**src/tql_pkg.sv**
```systemverilog
// Shared types and constants for the tabular Q-learning engine.
package tql_pkg;

    typedef enum logic [3:0] {
        ST_CLEAR,
        ST_IDLE,
        ST_SCAN,
        ST_SCAN_END,
        ST_CHOOSE,
        ST_MUL_DISC,
        ST_MUL_OLD,
        ST_MUL_LR,
        ST_WRITE,
        ST_MUL_EPS,
        ST_EPS,
        ST_PUSH
    } t_tql_state;

    localparam logic OP_CHOOSE = 1'b0;
    localparam logic OP_LEARN  = 1'b1;

    localparam int CFG_IDX_W = 2;
    localparam logic [CFG_IDX_W-1:0] CFG_LEARN_RATE    = 2'd0;
    localparam logic [CFG_IDX_W-1:0] CFG_DISCOUNT      = 2'd1;
    localparam logic [CFG_IDX_W-1:0] CFG_EXPLORE_DECAY = 2'd2;

    localparam logic [15:0] LEARN_RATE_RST    = 16'd3277;
    localparam logic [15:0] DISCOUNT_RST      = 16'd32768;
    localparam logic [15:0] EXPLORE_DECAY_RST = 16'd64225;
    localparam logic [15:0] EPSILON_RST       = 16'd64225;

    localparam int IN_DATA_W  = 40;
    localparam int OUT_DATA_W = 24;

endpackage

```
**src/tabular_q_learning_engine.sv**
```systemverilog
// Tabular Q-learning engine: Q table, epsilon-greedy choice and Q update.
//
// After reset the block zeroes its Q table, one entry a cycle, with s_axis_tready low
// (configuration writes are taken throughout). Items are then handled one at a time on a
// single 18x17 multiplier and a single-port-read table memory under a small sequencer. A
// choose item scans the state's row, one entry a cycle, and then has its result in the
// output register. A learn item scans the next state's row, then uses the multiplier four
// times (discount, old value times 1-lr, target times lr, epsilon decay) and has its result
// there. A new item is taken once the result has moved into the output register, so one
// result may wait on m_axis while the next item is processed.
module tabular_q_learning_engine #(
    parameter int NUM_STATES  = 4,
    parameter int NUM_ACTIONS = 3
) (
    input  logic                            i_clk,
    input  logic                            i_rst_n,
    // config write channel
    input  logic                            i_cfg_valid,
    output logic                            o_cfg_ready,
    input  logic [tql_pkg::CFG_IDX_W-1:0]   i_cfg_index,
    input  logic [15:0]                     i_cfg_data,
    // input items
    input  logic                            s_axis_tvalid,
    output logic                            s_axis_tready,
    // state[1:0], action[3:2], state_after[5:4], reward[21:6],
    // explore_draw[37:22], random_action[39:38]
    input  logic [tql_pkg::IN_DATA_W-1:0]   s_axis_tdata,
    // op[0]
    input  logic [0:0]                      s_axis_tuser,
    // result items
    output logic                            m_axis_tvalid,
    input  logic                            m_axis_tready,
    // chosen_action[1:0], explored[2], q_value[18:3], zero[23:19]
    output logic [tql_pkg::OUT_DATA_W-1:0]  m_axis_tdata
);

    localparam int QD  = NUM_STATES * NUM_ACTIONS;
    localparam int QAW = $clog2(QD);
    localparam int SW  = (NUM_STATES > 2) ? $clog2(NUM_STATES) : 1;
    localparam int AIW = (NUM_ACTIONS > 2) ? $clog2(NUM_ACTIONS) : 1;

    // config and epsilon
    logic [15:0] r_learn_rate, r_discount, r_decay, r_eps;

    // item registers
    logic               r_op;
    logic [QAW-1:0]     r_row_base;
    logic [QAW-1:0]     r_sa;
    logic [AIW-1:0]     r_act;
    logic [AIW-1:0]     r_rand;
    logic [15:0]        r_draw;
    logic signed [15:0] r_reward;

    tql_pkg::t_tql_state r_state, n_state;
    logic [QAW-1:0] r_cnt;

    // table memory
    logic signed [15:0] r_qmem [QD];
    logic signed [15:0] r_rd_data;
    logic               mem_we;
    logic [QAW-1:0]     mem_waddr;
    logic signed [15:0] mem_wdata;
    logic [QAW-1:0]     mem_raddr;

    // scan
    logic               r_rd_vld;
    logic [AIW-1:0]     r_rd_idx;
    logic signed [15:0] r_max;
    logic [AIW-1:0]     r_best;

    // shared multiplier
    logic signed [17:0] mul_a;
    logic        [16:0] mul_b;
    logic signed [35:0] r_prod;
    logic signed [17:0] r_target;
    logic signed [16:0] r_acc;

    // result
    logic [1:0]         r_res_act;
    logic               r_res_expl;
    logic signed [15:0] r_res_q;
    logic               r_out_valid;
    logic [tql_pkg::OUT_DATA_W-1:0] r_out_data;

    // input decode
    logic [1:0]  in_state, in_action, in_next, in_rand;
    logic [SW-1:0]  cl_s, cl_ns;
    logic [AIW-1:0] cl_a, cl_r;
    logic [QAW-1:0] s_base, ns_base;
    logic        in_acc, push_ok;
    logic signed [18:0] nv;
    logic signed [15:0] nv_sat;

    assign in_state  = s_axis_tdata[1:0];
    assign in_action = s_axis_tdata[3:2];
    assign in_next   = s_axis_tdata[5:4];
    assign in_rand   = s_axis_tdata[39:38];

    assign cl_s  = (8'(in_state) >= 8'(NUM_STATES - 1)) ? SW'(NUM_STATES - 1) : SW'(in_state);
    assign cl_ns = (8'(in_next) >= 8'(NUM_STATES - 1)) ? SW'(NUM_STATES - 1) : SW'(in_next);
    assign cl_a  = (8'(in_action) >= 8'(NUM_ACTIONS - 1)) ?
                   AIW'(NUM_ACTIONS - 1) : AIW'(in_action);
    assign cl_r  = (8'(in_rand) >= 8'(NUM_ACTIONS - 1)) ?
                   AIW'(NUM_ACTIONS - 1) : AIW'(in_rand);
    assign s_base  = QAW'(cl_s) * QAW'(NUM_ACTIONS);
    assign ns_base = QAW'(cl_ns) * QAW'(NUM_ACTIONS);

    assign o_cfg_ready   = 1'b1;
    assign s_axis_tready = (r_state == tql_pkg::ST_IDLE);
    assign in_acc        = s_axis_tvalid && s_axis_tready;
    assign push_ok       = !r_out_valid || m_axis_tready;
    assign m_axis_tvalid = r_out_valid;
    assign m_axis_tdata  = r_out_data;

    // new entry: acc + floor(target*lr), saturated
    assign nv = {{2{r_acc[16]}}, r_acc} + {r_prod[33], r_prod[33:16]};
    assign nv_sat = (nv > 19'sd32767)  ? 16'sh7fff :
                    (nv < -19'sd32768) ? 16'sh8000 : nv[15:0];

    // next state
    always_comb begin
        n_state = r_state;
        unique case (r_state)
            tql_pkg::ST_CLEAR: begin
                if (r_cnt == QAW'(QD - 1)) n_state = tql_pkg::ST_IDLE;
            end
            tql_pkg::ST_IDLE: begin
                if (in_acc) n_state = tql_pkg::ST_SCAN;
            end
            tql_pkg::ST_SCAN: begin
                if (r_cnt == QAW'(NUM_ACTIONS - 1)) n_state = tql_pkg::ST_SCAN_END;
            end
            tql_pkg::ST_SCAN_END: begin
                n_state = (r_op == tql_pkg::OP_LEARN) ? tql_pkg::ST_MUL_DISC : tql_pkg::ST_CHOOSE;
            end
            tql_pkg::ST_CHOOSE:   n_state = tql_pkg::ST_PUSH;
            tql_pkg::ST_MUL_DISC: n_state = tql_pkg::ST_MUL_OLD;
            tql_pkg::ST_MUL_OLD:  n_state = tql_pkg::ST_MUL_LR;
            tql_pkg::ST_MUL_LR:   n_state = tql_pkg::ST_WRITE;
            tql_pkg::ST_WRITE:    n_state = tql_pkg::ST_MUL_EPS;
            tql_pkg::ST_MUL_EPS:  n_state = tql_pkg::ST_EPS;
            tql_pkg::ST_EPS:      n_state = tql_pkg::ST_PUSH;
            tql_pkg::ST_PUSH: begin
                if (push_ok) n_state = tql_pkg::ST_IDLE;
            end
            default:              n_state = tql_pkg::ST_IDLE;
        endcase
    end

    // datapath controls
    always_comb begin
        mem_we    = 1'b0;
        mem_waddr = r_sa;
        mem_wdata = nv_sat;
        mem_raddr = r_row_base + r_cnt;
        mul_a     = {{2{r_max[15]}}, r_max};
        mul_b     = {1'b0, r_discount};
        unique case (r_state)
            tql_pkg::ST_CLEAR: begin
                mem_we    = 1'b1;
                mem_waddr = r_cnt;
                mem_wdata = '0;
            end
            tql_pkg::ST_MUL_DISC: begin
                mem_raddr = r_sa;
            end
            tql_pkg::ST_MUL_OLD: begin
                mul_a = {{2{r_rd_data[15]}}, r_rd_data};
                mul_b = 17'h10000 - {1'b0, r_learn_rate};
            end
            tql_pkg::ST_MUL_LR: begin
                mul_a = r_target;
                mul_b = {1'b0, r_learn_rate};
            end
            tql_pkg::ST_WRITE: begin
                mem_we = 1'b1;
            end
            tql_pkg::ST_MUL_EPS: begin
                mul_a = {2'b00, r_eps};
                mul_b = {1'b0, r_decay};
            end
            default: begin
            end
        endcase
    end

    always_ff @(posedge i_clk) begin
        if (mem_we) r_qmem[mem_waddr] <= mem_wdata;
    end

    always_ff @(posedge i_clk) begin
        r_rd_data <= r_qmem[mem_raddr];
    end

    always_ff @(posedge i_clk) begin
        r_prod <= mul_a * $signed({1'b0, mul_b});
    end

    // control state
    always_ff @(posedge i_clk) begin
        if (!i_rst_n) begin
            r_state      <= tql_pkg::ST_CLEAR;
            r_cnt        <= '0;
            r_rd_vld     <= 1'b0;
            r_out_valid  <= 1'b0;
            r_learn_rate <= tql_pkg::LEARN_RATE_RST;
            r_discount   <= tql_pkg::DISCOUNT_RST;
            r_decay      <= tql_pkg::EXPLORE_DECAY_RST;
            r_eps        <= tql_pkg::EPSILON_RST;
        end else begin
            r_state  <= n_state;
            r_rd_vld <= (r_state == tql_pkg::ST_SCAN);
            if (r_state == tql_pkg::ST_CLEAR || r_state == tql_pkg::ST_SCAN) begin
                r_cnt <= (n_state == r_state) ? r_cnt + 1'b1 : '0;
            end
            if (i_cfg_valid) begin
                unique case (i_cfg_index)
                    tql_pkg::CFG_LEARN_RATE:    r_learn_rate <= i_cfg_data;
                    tql_pkg::CFG_DISCOUNT:      r_discount   <= i_cfg_data;
                    tql_pkg::CFG_EXPLORE_DECAY: r_decay      <= i_cfg_data;
                    default: begin
                    end
                endcase
            end
            if (r_state == tql_pkg::ST_EPS) r_eps <= r_prod[31:16];
            if (r_state == tql_pkg::ST_PUSH && push_ok) begin
                r_out_valid <= 1'b1;
            end else if (m_axis_tready) begin
                r_out_valid <= 1'b0;
            end
        end
    end

    // payload
    always_ff @(posedge i_clk) begin
        if (in_acc) begin
            r_op       <= s_axis_tuser[0];
            r_row_base <= (s_axis_tuser[0] == tql_pkg::OP_LEARN) ? ns_base : s_base;
            r_sa       <= s_base + QAW'(cl_a);
            r_act      <= cl_a;
            r_rand     <= cl_r;
            r_draw     <= s_axis_tdata[37:22];
            r_reward   <= s_axis_tdata[21:6];
        end
        r_rd_idx <= r_cnt[AIW-1:0];
        if (r_rd_vld && (r_rd_idx == '0 || r_rd_data > r_max)) begin
            r_max  <= r_rd_data;
            r_best <= r_rd_idx;
        end
        if (r_state == tql_pkg::ST_MUL_OLD) begin
            r_target <= {{2{r_reward[15]}}, r_reward} + {r_prod[32], r_prod[32:16]};
        end
        if (r_state == tql_pkg::ST_MUL_LR) r_acc <= r_prod[32:16];
        if (r_state == tql_pkg::ST_CHOOSE) begin
            r_res_q <= r_max;
            if (r_draw < r_eps) begin
                r_res_act  <= 2'(r_rand);
                r_res_expl <= 1'b1;
            end else begin
                r_res_act  <= 2'(r_best);
                r_res_expl <= 1'b0;
            end
        end
        if (r_state == tql_pkg::ST_WRITE) begin
            r_res_q    <= nv_sat;
            r_res_act  <= 2'(r_act);
            r_res_expl <= 1'b0;
        end
        if (r_state == tql_pkg::ST_PUSH && push_ok) begin
            r_out_data <= {5'b0, r_res_q, r_res_expl, r_res_act};
        end
    end

    a_one_item: assert property (@(posedge i_clk) disable iff (!i_rst_n)
        in_acc |=> !s_axis_tready)
        else $error("input taken twice in a row");

    a_push_only: assert property (@(posedge i_clk) disable iff (!i_rst_n)
        $rose(m_axis_tvalid) |-> $past(r_state == tql_pkg::ST_PUSH))
        else $error("result raised outside push");

    a_eps_learn: assert property (@(posedge i_clk) disable iff (!i_rst_n)
        !$stable(r_eps) |-> ($past(r_state == tql_pkg::ST_EPS) || $past(!i_rst_n)))
        else $error("epsilon changed outside its update");

    a_scan_range: assert property (@(posedge i_clk) disable iff (!i_rst_n)
        (r_state == tql_pkg::ST_SCAN) |-> (r_cnt <= QAW'(NUM_ACTIONS - 1)))
        else $error("scan ran past the row");

endmodule
```
**config.mk**
```make
export PLATFORM = sky130hd
export DESIGN_NAME = tabular_q_learning_engine
export DESIGN_NICKNAME = d
export VERILOG_FILES = /design/src/tql_pkg.sv /design/src/tabular_q_learning_engine.sv
export SDC_FILE = /design/constraint.sdc
export NUM_CORES = 1
export LEC_CHECK = 0
export BUFFER_PORTS_ARGS = -buffer_cell sky130_fd_sc_hd__buf_4
export CAP_MARGIN = 25
export CORE_MARGIN = 2
export CORE_UTILIZATION = 40
export DETAILED_ROUTE_END_ITERATION = 10
export HOLD_SLACK_MARGIN = 0.03
export SETUP_SLACK_MARGIN = 0.3
export SLEW_MARGIN = 30
export SYNTH_ARGS = -nofsm -noshare
export SYNTH_HDL_FRONTEND = slang
export SYNTH_SLANG_ARGS = --single-unit
```
**constraint.sdc**
```tcl
create_clock -name i_clk -period 7.5 [get_ports i_clk]
set_input_delay 0.375 -clock i_clk [delete_from_list [all_inputs] [get_ports i_clk]]
set_output_delay 0.375 -clock i_clk [all_outputs]
set_load 0.005 [all_outputs]
```
==> results of run 1 <==
worst paths after layout:
check | end | slack, ps | depth (start not counted) | from
worst max-delay path | r_prod[26] | 440 | 29 | r_learn_rate[5]
worst min-delay path | r_learn_rate[2] | 60 | 3 | i_cfg_data[2]
worst max register to register | r_prod[26] | 440 | 29 | r_learn_rate[5]
worst min register to register | m_axis_tdata[7] | 420 | 0 | r_res_q[4]
flip-flops by register name, indices dropped and copies added (netlist names), 4 cells and up:
name and count:
r_cnt 4, r_reward 16, r_draw 16, r_max 16, r_row_base 4, r_prod 18
r_res_q 16, r_learn_rate 16, r_discount 16, r_target 18, r_eps 16, m_axis_tdata 19
r_rd_data 16, r_sa 4, r_state 4, r_acc 17, r_qmem 192, r_decay 16
cells in the final DEF (no fill, tap or decap), types with 10 or more instances in the layout:
cell / instances
inv_1: 394
nand2_1: 361
edfxtp_1: 327
fa_1: 296
nor2_1: 235
buf_4: 199
ha_1: 152
dfxtp_1: 110
a21oi_1: 100
o21ai_0: 64
xnor2_1: 53
clkbuf_16: 49
mux4_2: 48
nand3_1: 46
dlygate4sd3_1: 44
a21o_1: 29
xor2_1: 24
mux2i_1: 22
nand2b_1: 21
o211ai_1: 21
o21ai_1: 20
nor3_1: 15
nor2b_1: 14
o311ai_1: 11
or2_2: 11
a31oi_1: 11
o31ai_1: 11
a211oi_1: 10
buf_12: 10
worst min-delay path: stages:
cell and delay [ps]:
buf_4 110, nand2_1 60, nand3_1 70
where the power goes:
group,internal (mW),switching [mW]
registers,3.32,0.276
clock network,1.39,1.00
logic,1.80,2.64
metal layers:
metal,global-route usage,up-vias
met3,0.0342,124
li1,-,9380
met1,0.304,10400
met5,0,-
met4,0.0534,2
met2,0.353,766
kinds of logic after synthesis:
| group | Yosys count | share of synthesized area |
|---|---|---|
| adders and majority gates | 461 | 0.270 |
| xor gates and xnor gates | 78 | 0.0233 |
| AOI/OAI and AO/OA | 371 | 0.0782 |
| and+or+nand+nor | 774 | 0.110 |
| DFF | 438 | 0.406 |
| buffers and inverters | 506 | 0.0662 |
| other | 2 | 0.000253 |
| muxes | 75 | 0.0457 |
metrics by stage:
stage               power (mW)  setup WS [ps]  instances
floorplan                 6.42            135       2709
global placement          7.76            131       3755
detailed placement        7.86           11.3       3756
CTS                       10.3            303       3888
global route              11.0            107       3908
finish                    10.4            442       3908
cell type report:
class,instances,area [um2],share of cell area
multi-input cells,1765,16100,0.465
clock inverters,30,357,0.0103
well taps,959,1200,0.0346
inverters,399,1500,0.0432
repair buffers,259,2230,0.0642
flip-flops and latches,438,12000,0.347
clock buffers,58,1240,0.0357
repair_timing:
item,4_1_cts,5_1_grt
hold buffers,44,0
pin swaps,2,47
gates cloned,0,1
gates resized for setup,21,72
buffers inserted,0,19
endpoints found under the hold margin,51,0
setup endpoints to repair,11,16
==> impl_metrics.py, run 1 <==
metrics = {
    "floorplan": {
        "die_x_um": 276,
        "std_cell_rows": 99,
        "io_pins": 91,
        "initial_core_util": 0.405,
        "die_area_mm2": 0.0764,
        "core_area_mm2": 0.0732,
        "die_h_um": 276,
    },
    "finish": {
        "antenna_cells": 0,
        "design_area_mm2": 0.0347,
        "final_layout_size_suffix_gt1_frac": 0.150,
        "fillers": 6564,
        "final_core_util": 0.474,
        "nNetsFinal": 3435,
        "area_growth_pct": 16.9,
    },
    "drt": {
        "ant_nets": 0,
        "m1WireLength_um": 36400,
        "drtPass1Iterations": 6,
        "via_per_inst": 5.30,
        "drc_errors": 0,
        "wl_met3_um": 5810,
        "maxUsedRoutingLayer": "met5",
        "wl_met2_um": 38900,
        "wl_um": 83100,
        "post_drt_wl_per_cell_um": 21.3,
        "drtIter0Drc": 1703,
        "num_vias": 20700,
    },
    "grt": {
        "grt_pass1_wl_um": 128000,
        "antenna_found_initial": 2,
        "grt_overflow": 0,
        "grtUsageTotal": 0.217,
        "grt_pass1_vias": 21300,
        "grt_max_degree": 49,
    },
    "clock_network": {
        "insertion_delay_ps": 610,
        "clockBufferDepth": 3,
        "h-tree-depth": 2,
        "clock-root-buffer": "clkbuf_16",
        "cts_made_buffers": 47,
        "clkTransAtPathRegs_ps": 60,
        "clock-sinks": 438,
        "cts_tree": "yes",
    },
    "logic_synthesis": {
        "syn_area_per_cell_um2": 11.0,
        "synthCells": 2705,
        "synth_edf_count": 327,
        "ys_types": 74,
        "synthTopCellsByArea": "edfxtp_1 33%, fa_1 20%, dfxtp_1 7.5%",
        "synth_top_area_share": 0.331,
        "ys.warnings.count": 0,
        "yosys.area.top_type": "edfxtp_1",
        "netlist_top_cells_count": "399 x inv_1, 362 x nand2_1, 327 x edfxtp_1",
        "ys_seq_area_frac": 0.406,
        "ys_ff_latch": 438,
        "yosysMostFrequentCell": "inv_1",
        "synth_area_mm2": 0.0297,
        "async_reset_ff_frac": 0,
        "synthFlopType": "edfxtp_1",
    },
    "placement": {
        "hpwl_um": 62800,
        "place_congestion": 0.943,
        "io_buffer_count": 84,
        "placed_area_mm2": 0.0321,
    },
    "setup_path": {
        "critPathBufInv": 4,
        "critPathArrivalTime_ps": 7590,
        "cp-start-kind": "register",
        "slowest_delay_ps": 560,
        "path_max_fanout": 5,
        "crit_top_cell": "fa_1",
        "slowest_stage": "fa_1",
        "critPathCaptureType": "register",
        "path_class": "register to register",
        "required_ps": 8040,
        "critPathTopFamily": "adder cells",
    },
    "sta": {
        "finalHoldViolations": 0,
        "rsz0062_at_grt": "true",
        "worstMarginPinSlew_ps": 934,
        "fmax_ghz": 0.142,
        "slew_viol_final": 0,
        "tns_ps": 0,
        "min_period_ps": 7060,
        "fin_worst_skew_ps": 41.1,
        "fin_crit_sh": 0.941,
        "setup_viol": 0,
        "whs_ps": 62.4,
        "slew_headroom": 0.375,
    },
    "pwr": {
        "p_per_area_mw_per_mm2": 300,
        "leakagePower_nw": 14.5,
        "ir_drop_mv": 0.191,
    },
    "min_path": {
        "min_path_type": "input port to register",
    },
    "job": {
        "maxCapViolCount": 0,
    },
    "run_status": {
        "status": "completed",
    },
}
(Power assumes the default switching activity.)
==> run 2: changes to the inputs <==
--- a/config.mk
+++ b/config.mk
@@ -5,13 +5,16 @@
 export SDC_FILE = /design/constraint.sdc
 export NUM_CORES = 1
 export LEC_CHECK = 0
+export ABC_AREA = 1
 export BUFFER_PORTS_ARGS = -buffer_cell sky130_fd_sc_hd__buf_4
 export CAP_MARGIN = 25
 export CORE_MARGIN = 2
-export CORE_UTILIZATION = 40
+export CORE_UTILIZATION = 58
 export DETAILED_ROUTE_END_ITERATION = 10
 export HOLD_SLACK_MARGIN = 0.03
+export PLACE_DENSITY = 0.78
 export SETUP_SLACK_MARGIN = 0.3
+export SKIP_LAST_GASP = 1
 export SLEW_MARGIN = 30
 export SYNTH_ARGS = -nofsm -noshare
 export SYNTH_HDL_FRONTEND = slang
==> run 2 against run 1 <==
Die area down 28%. Largest power group unchanged. Power down 20%. First-iteration DRC count up 56%. Synthesized cell count up 21%. Critical path type unchanged.
==> impl_metrics.py, run 2 <==
metrics = {
    "sta": {
        "setup_viol": 0,
        "setup_slack_ps": 568,
        "slew_headroom": 0.346,
        "fin_worst_skew_ps": 22.2,
        "whs_ps": 46.2,
        "slew_viol_final": 0,
        "tns_ps": 0,
        "worstMarginPinSlew_ps": 981,
        "finalHoldViolations": 0,
        "min_period_ps": 6930,
        "fin_crit_sh": 0.924,
        "fmax_ghz": 0.144,
        "rsz0062_at_grt": "true",
    },
    "clock_network": {
        "clock-root-buffer": "clkbuf_16",
        "h-tree-depth": 2,
        "cts_tree": "yes",
        "clkTransAtPathRegs_ps": 70,
        "cts_made_buffers": 42,
        "clock-sinks": 438,
        "insertion_delay_ps": 580,
        "clockBufferDepth": 3,
    },
    "grt": {
        "grt_pass1_vias": 23200,
        "grt_max_degree": 98,
        "antenna_found_initial": 0,
        "grt_overflow": 0,
        "grtUsageTotal": 0.304,
        "grt_pass1_wl_um": 130000,
    },
    "setup_path": {
        "critPathLaunch": "r_learn_rate[0]",
        "timing.rr.end": "r_prod[24]",
        "critPathArrivalTime_ps": 7400,
        "critPathCaptureType": "register",
        "rr_startpoint": "r_learn_rate[0]",
        "slowest_delay_ps": 580,
        "worst-r2r-setup-slack_ps": 570,
        "cp-start-kind": "register",
        "crit_top_cell": "fa_1",
        "worstRegToRegCells": 29,
        "path_max_fanout": 9,
        "required_ps": 7970,
        "path_class": "register to register",
        "critPathBufInv": 5,
        "critPathTopFamily": "adder cells",
        "slowest_stage": "fa_1",
    },
    "floorplan": {
        "die_x_um": 235,
        "initial_core_util": 0.587,
        "die_h_um": 235,
        "std_cell_rows": 84,
        "die_area_mm2": 0.0551,
        "io_pins": 91,
        "core_area_mm2": 0.0526,
    },
    "finish": {
        "final_core_util": 0.654,
        "design_area_mm2": 0.0344,
        "final_layout_size_suffix_gt1_frac": 0.0958,
        "most-common-layout-cells": "564 x nand2_1, 558 x inv_1, 378 x nor2_1, 327 x edfxtp_1, 298 x fa_1",
        "nNetsFinal": 3936,
        "top_register": "r_qmem",
        "layout_commonest_cell": "nand2_1",
        "antenna_cells": 0,
        "fin_cells": 4132,
        "largest_reg_flops": 192,
        "area_growth_pct": 11.5,
        "fillers": 4222,
    },
    "min_path": {
        "hp-start": "i_cfg_data[15]",
        "min_to": "r_decay[15]",
        "min_path_type": "input port to register",
        "worstHoldPathCells": 3,
    },
    "pwr": {
        "ir_drop_mv": 0.187,
        "leakagePower_nw": 15.4,
        "p_per_area_mw_per_mm2": 242,
        "power.total_mw": 8.33,
    },
    "logic_synthesis": {
        "yosys.area.top_type": "edfxtp_1",
        "ys.warnings.count": 0,
        "yosysMostFrequentCell": "nand2_1",
        "ys_ff_latch": 438,
        "ys_seq_area_frac": 0.390,
        "synth_top_area_share": 0.318,
        "ys_types": 51,
        "synth_edf_count": 327,
        "netlist_top_cells_count": "567 x nand2_1, 561 x inv_1, 390 x nor2_1",
        "syn_area_per_cell_um2": 9.40,
        "synthFlopType": "edfxtp_1",
        "async_reset_ff_frac": 0,
        "synthCells": 3283,
        "synthTopCellsByArea": "edfxtp_1 32%, fa_1 20%, dfxtp_1 7.2%",
        "synth_area_mm2": 0.0309,
    },
    "drt": {
        "wl_um": 83400,
        "post_drt_wl_per_cell_um": 20.2,
        "drtPass1Iterations": 6,
        "via_per_inst": 5.70,
        "num_vias": 23500,
        "drc_errors": 0,
        "drtIter0Drc": 2649,
        "ant_nets": 0,
    },
    "placement": {
        "place_congestion": 1.00,
        "placed_area_mm2": 0.0323,
        "hpwl_um": 62800,
        "dp.cells": 4006,
        "pre_cts_ws_ps": 263,
        "io_buffer_count": 84,
    },
    "run_status": {
        "status": "completed",
    },
    "job": {
        "maxCapViolCount": 0,
    },
}
==> run 2: worst max-delay path by stage <==
stage / to / slack [ps] / depth (start not counted)
final: r_prod[24] / 570 / 29
after global routing: r_prod[28] / 250 / 29
after CTS: r_prod[26] / 330 / 33
after detailed placement: r_prod[33] / 260 / 26
after global placement: r_prod[33] / 290 / 26
after floorplan: r_prod[30] / 970 / 31
==> run 2: tightest hold or removal path, delay by kind of cell <==
kind	cells	cell delay [ps]
and+or+nand+nor	2	100
buffers and inverters	1	100
==> run 2: routing by layer <==
| layer | GRT usage | vias up | part of all wire |
|---|---|---|---|
| li1 | - | 10800 | - |
| met1 | 0.443 | 11300 | 0.42 |
| met2 | 0.453 | 1230 | 0.44 |
| met5 | 0 | - | 0 |
| met3 | 0.0717 | 177 | 0.11 |
| met4 | 0.0984 | 0 | 0.034 |
==> run 2: layout make-up <==
| cell class | count | area, um2 | share of cell area |
|---|---|---|---|
| Multi-Input combinational cell | 2148 | 16200 | 0.472 |
| Sequential cell | 438 | 12000 | 0.350 |
| Inverter | 591 | 2250 | 0.0653 |
| Timing Repair Buffer | 190 | 1580 | 0.0460 |
| Clock buffer | 55 | 1190 | 0.0347 |
| Tap cell | 688 | 861 | 0.0250 |
| Clock inverter | 22 | 235 | 0.00684 |
==> run 2: power breakdown <==
group	total, mW	internal, mW	leakage [nW]	switching [mW]
sequential	2.97	2.80	3.95	0.167
combinational	3.17	1.12	10.8	2.05
clock	2.19	1.24	0.703	0.949
total	8.33	5.16	15.4	3.17
==> run 2: logic make-up after synthesis <==
| logic type | after synthesis | share of synthesized area |
|---|---|---|
| mux | 1 | 0.000324 |
| other cells | 2 | 0.000243 |
| flops | 438 | 0.390 |
| buf+inv | 701 | 0.0905 |
| compound gates | 491 | 0.0942 |
| fa+ha+maj | 461 | 0.260 |
| simple gates | 1132 | 0.148 |
| xor+xnor | 57 | 0.0162 |
==> run 2: timing repair <==
action | CTS | global route
endpoints found under the setup margin | 6 | 18
buffers inserted | 0 | 10
pin swaps | 0 | 3
hold endpoints to repair | 39 | 0
gates resized for setup | 3 | 53
hold buffers | 39 | 0
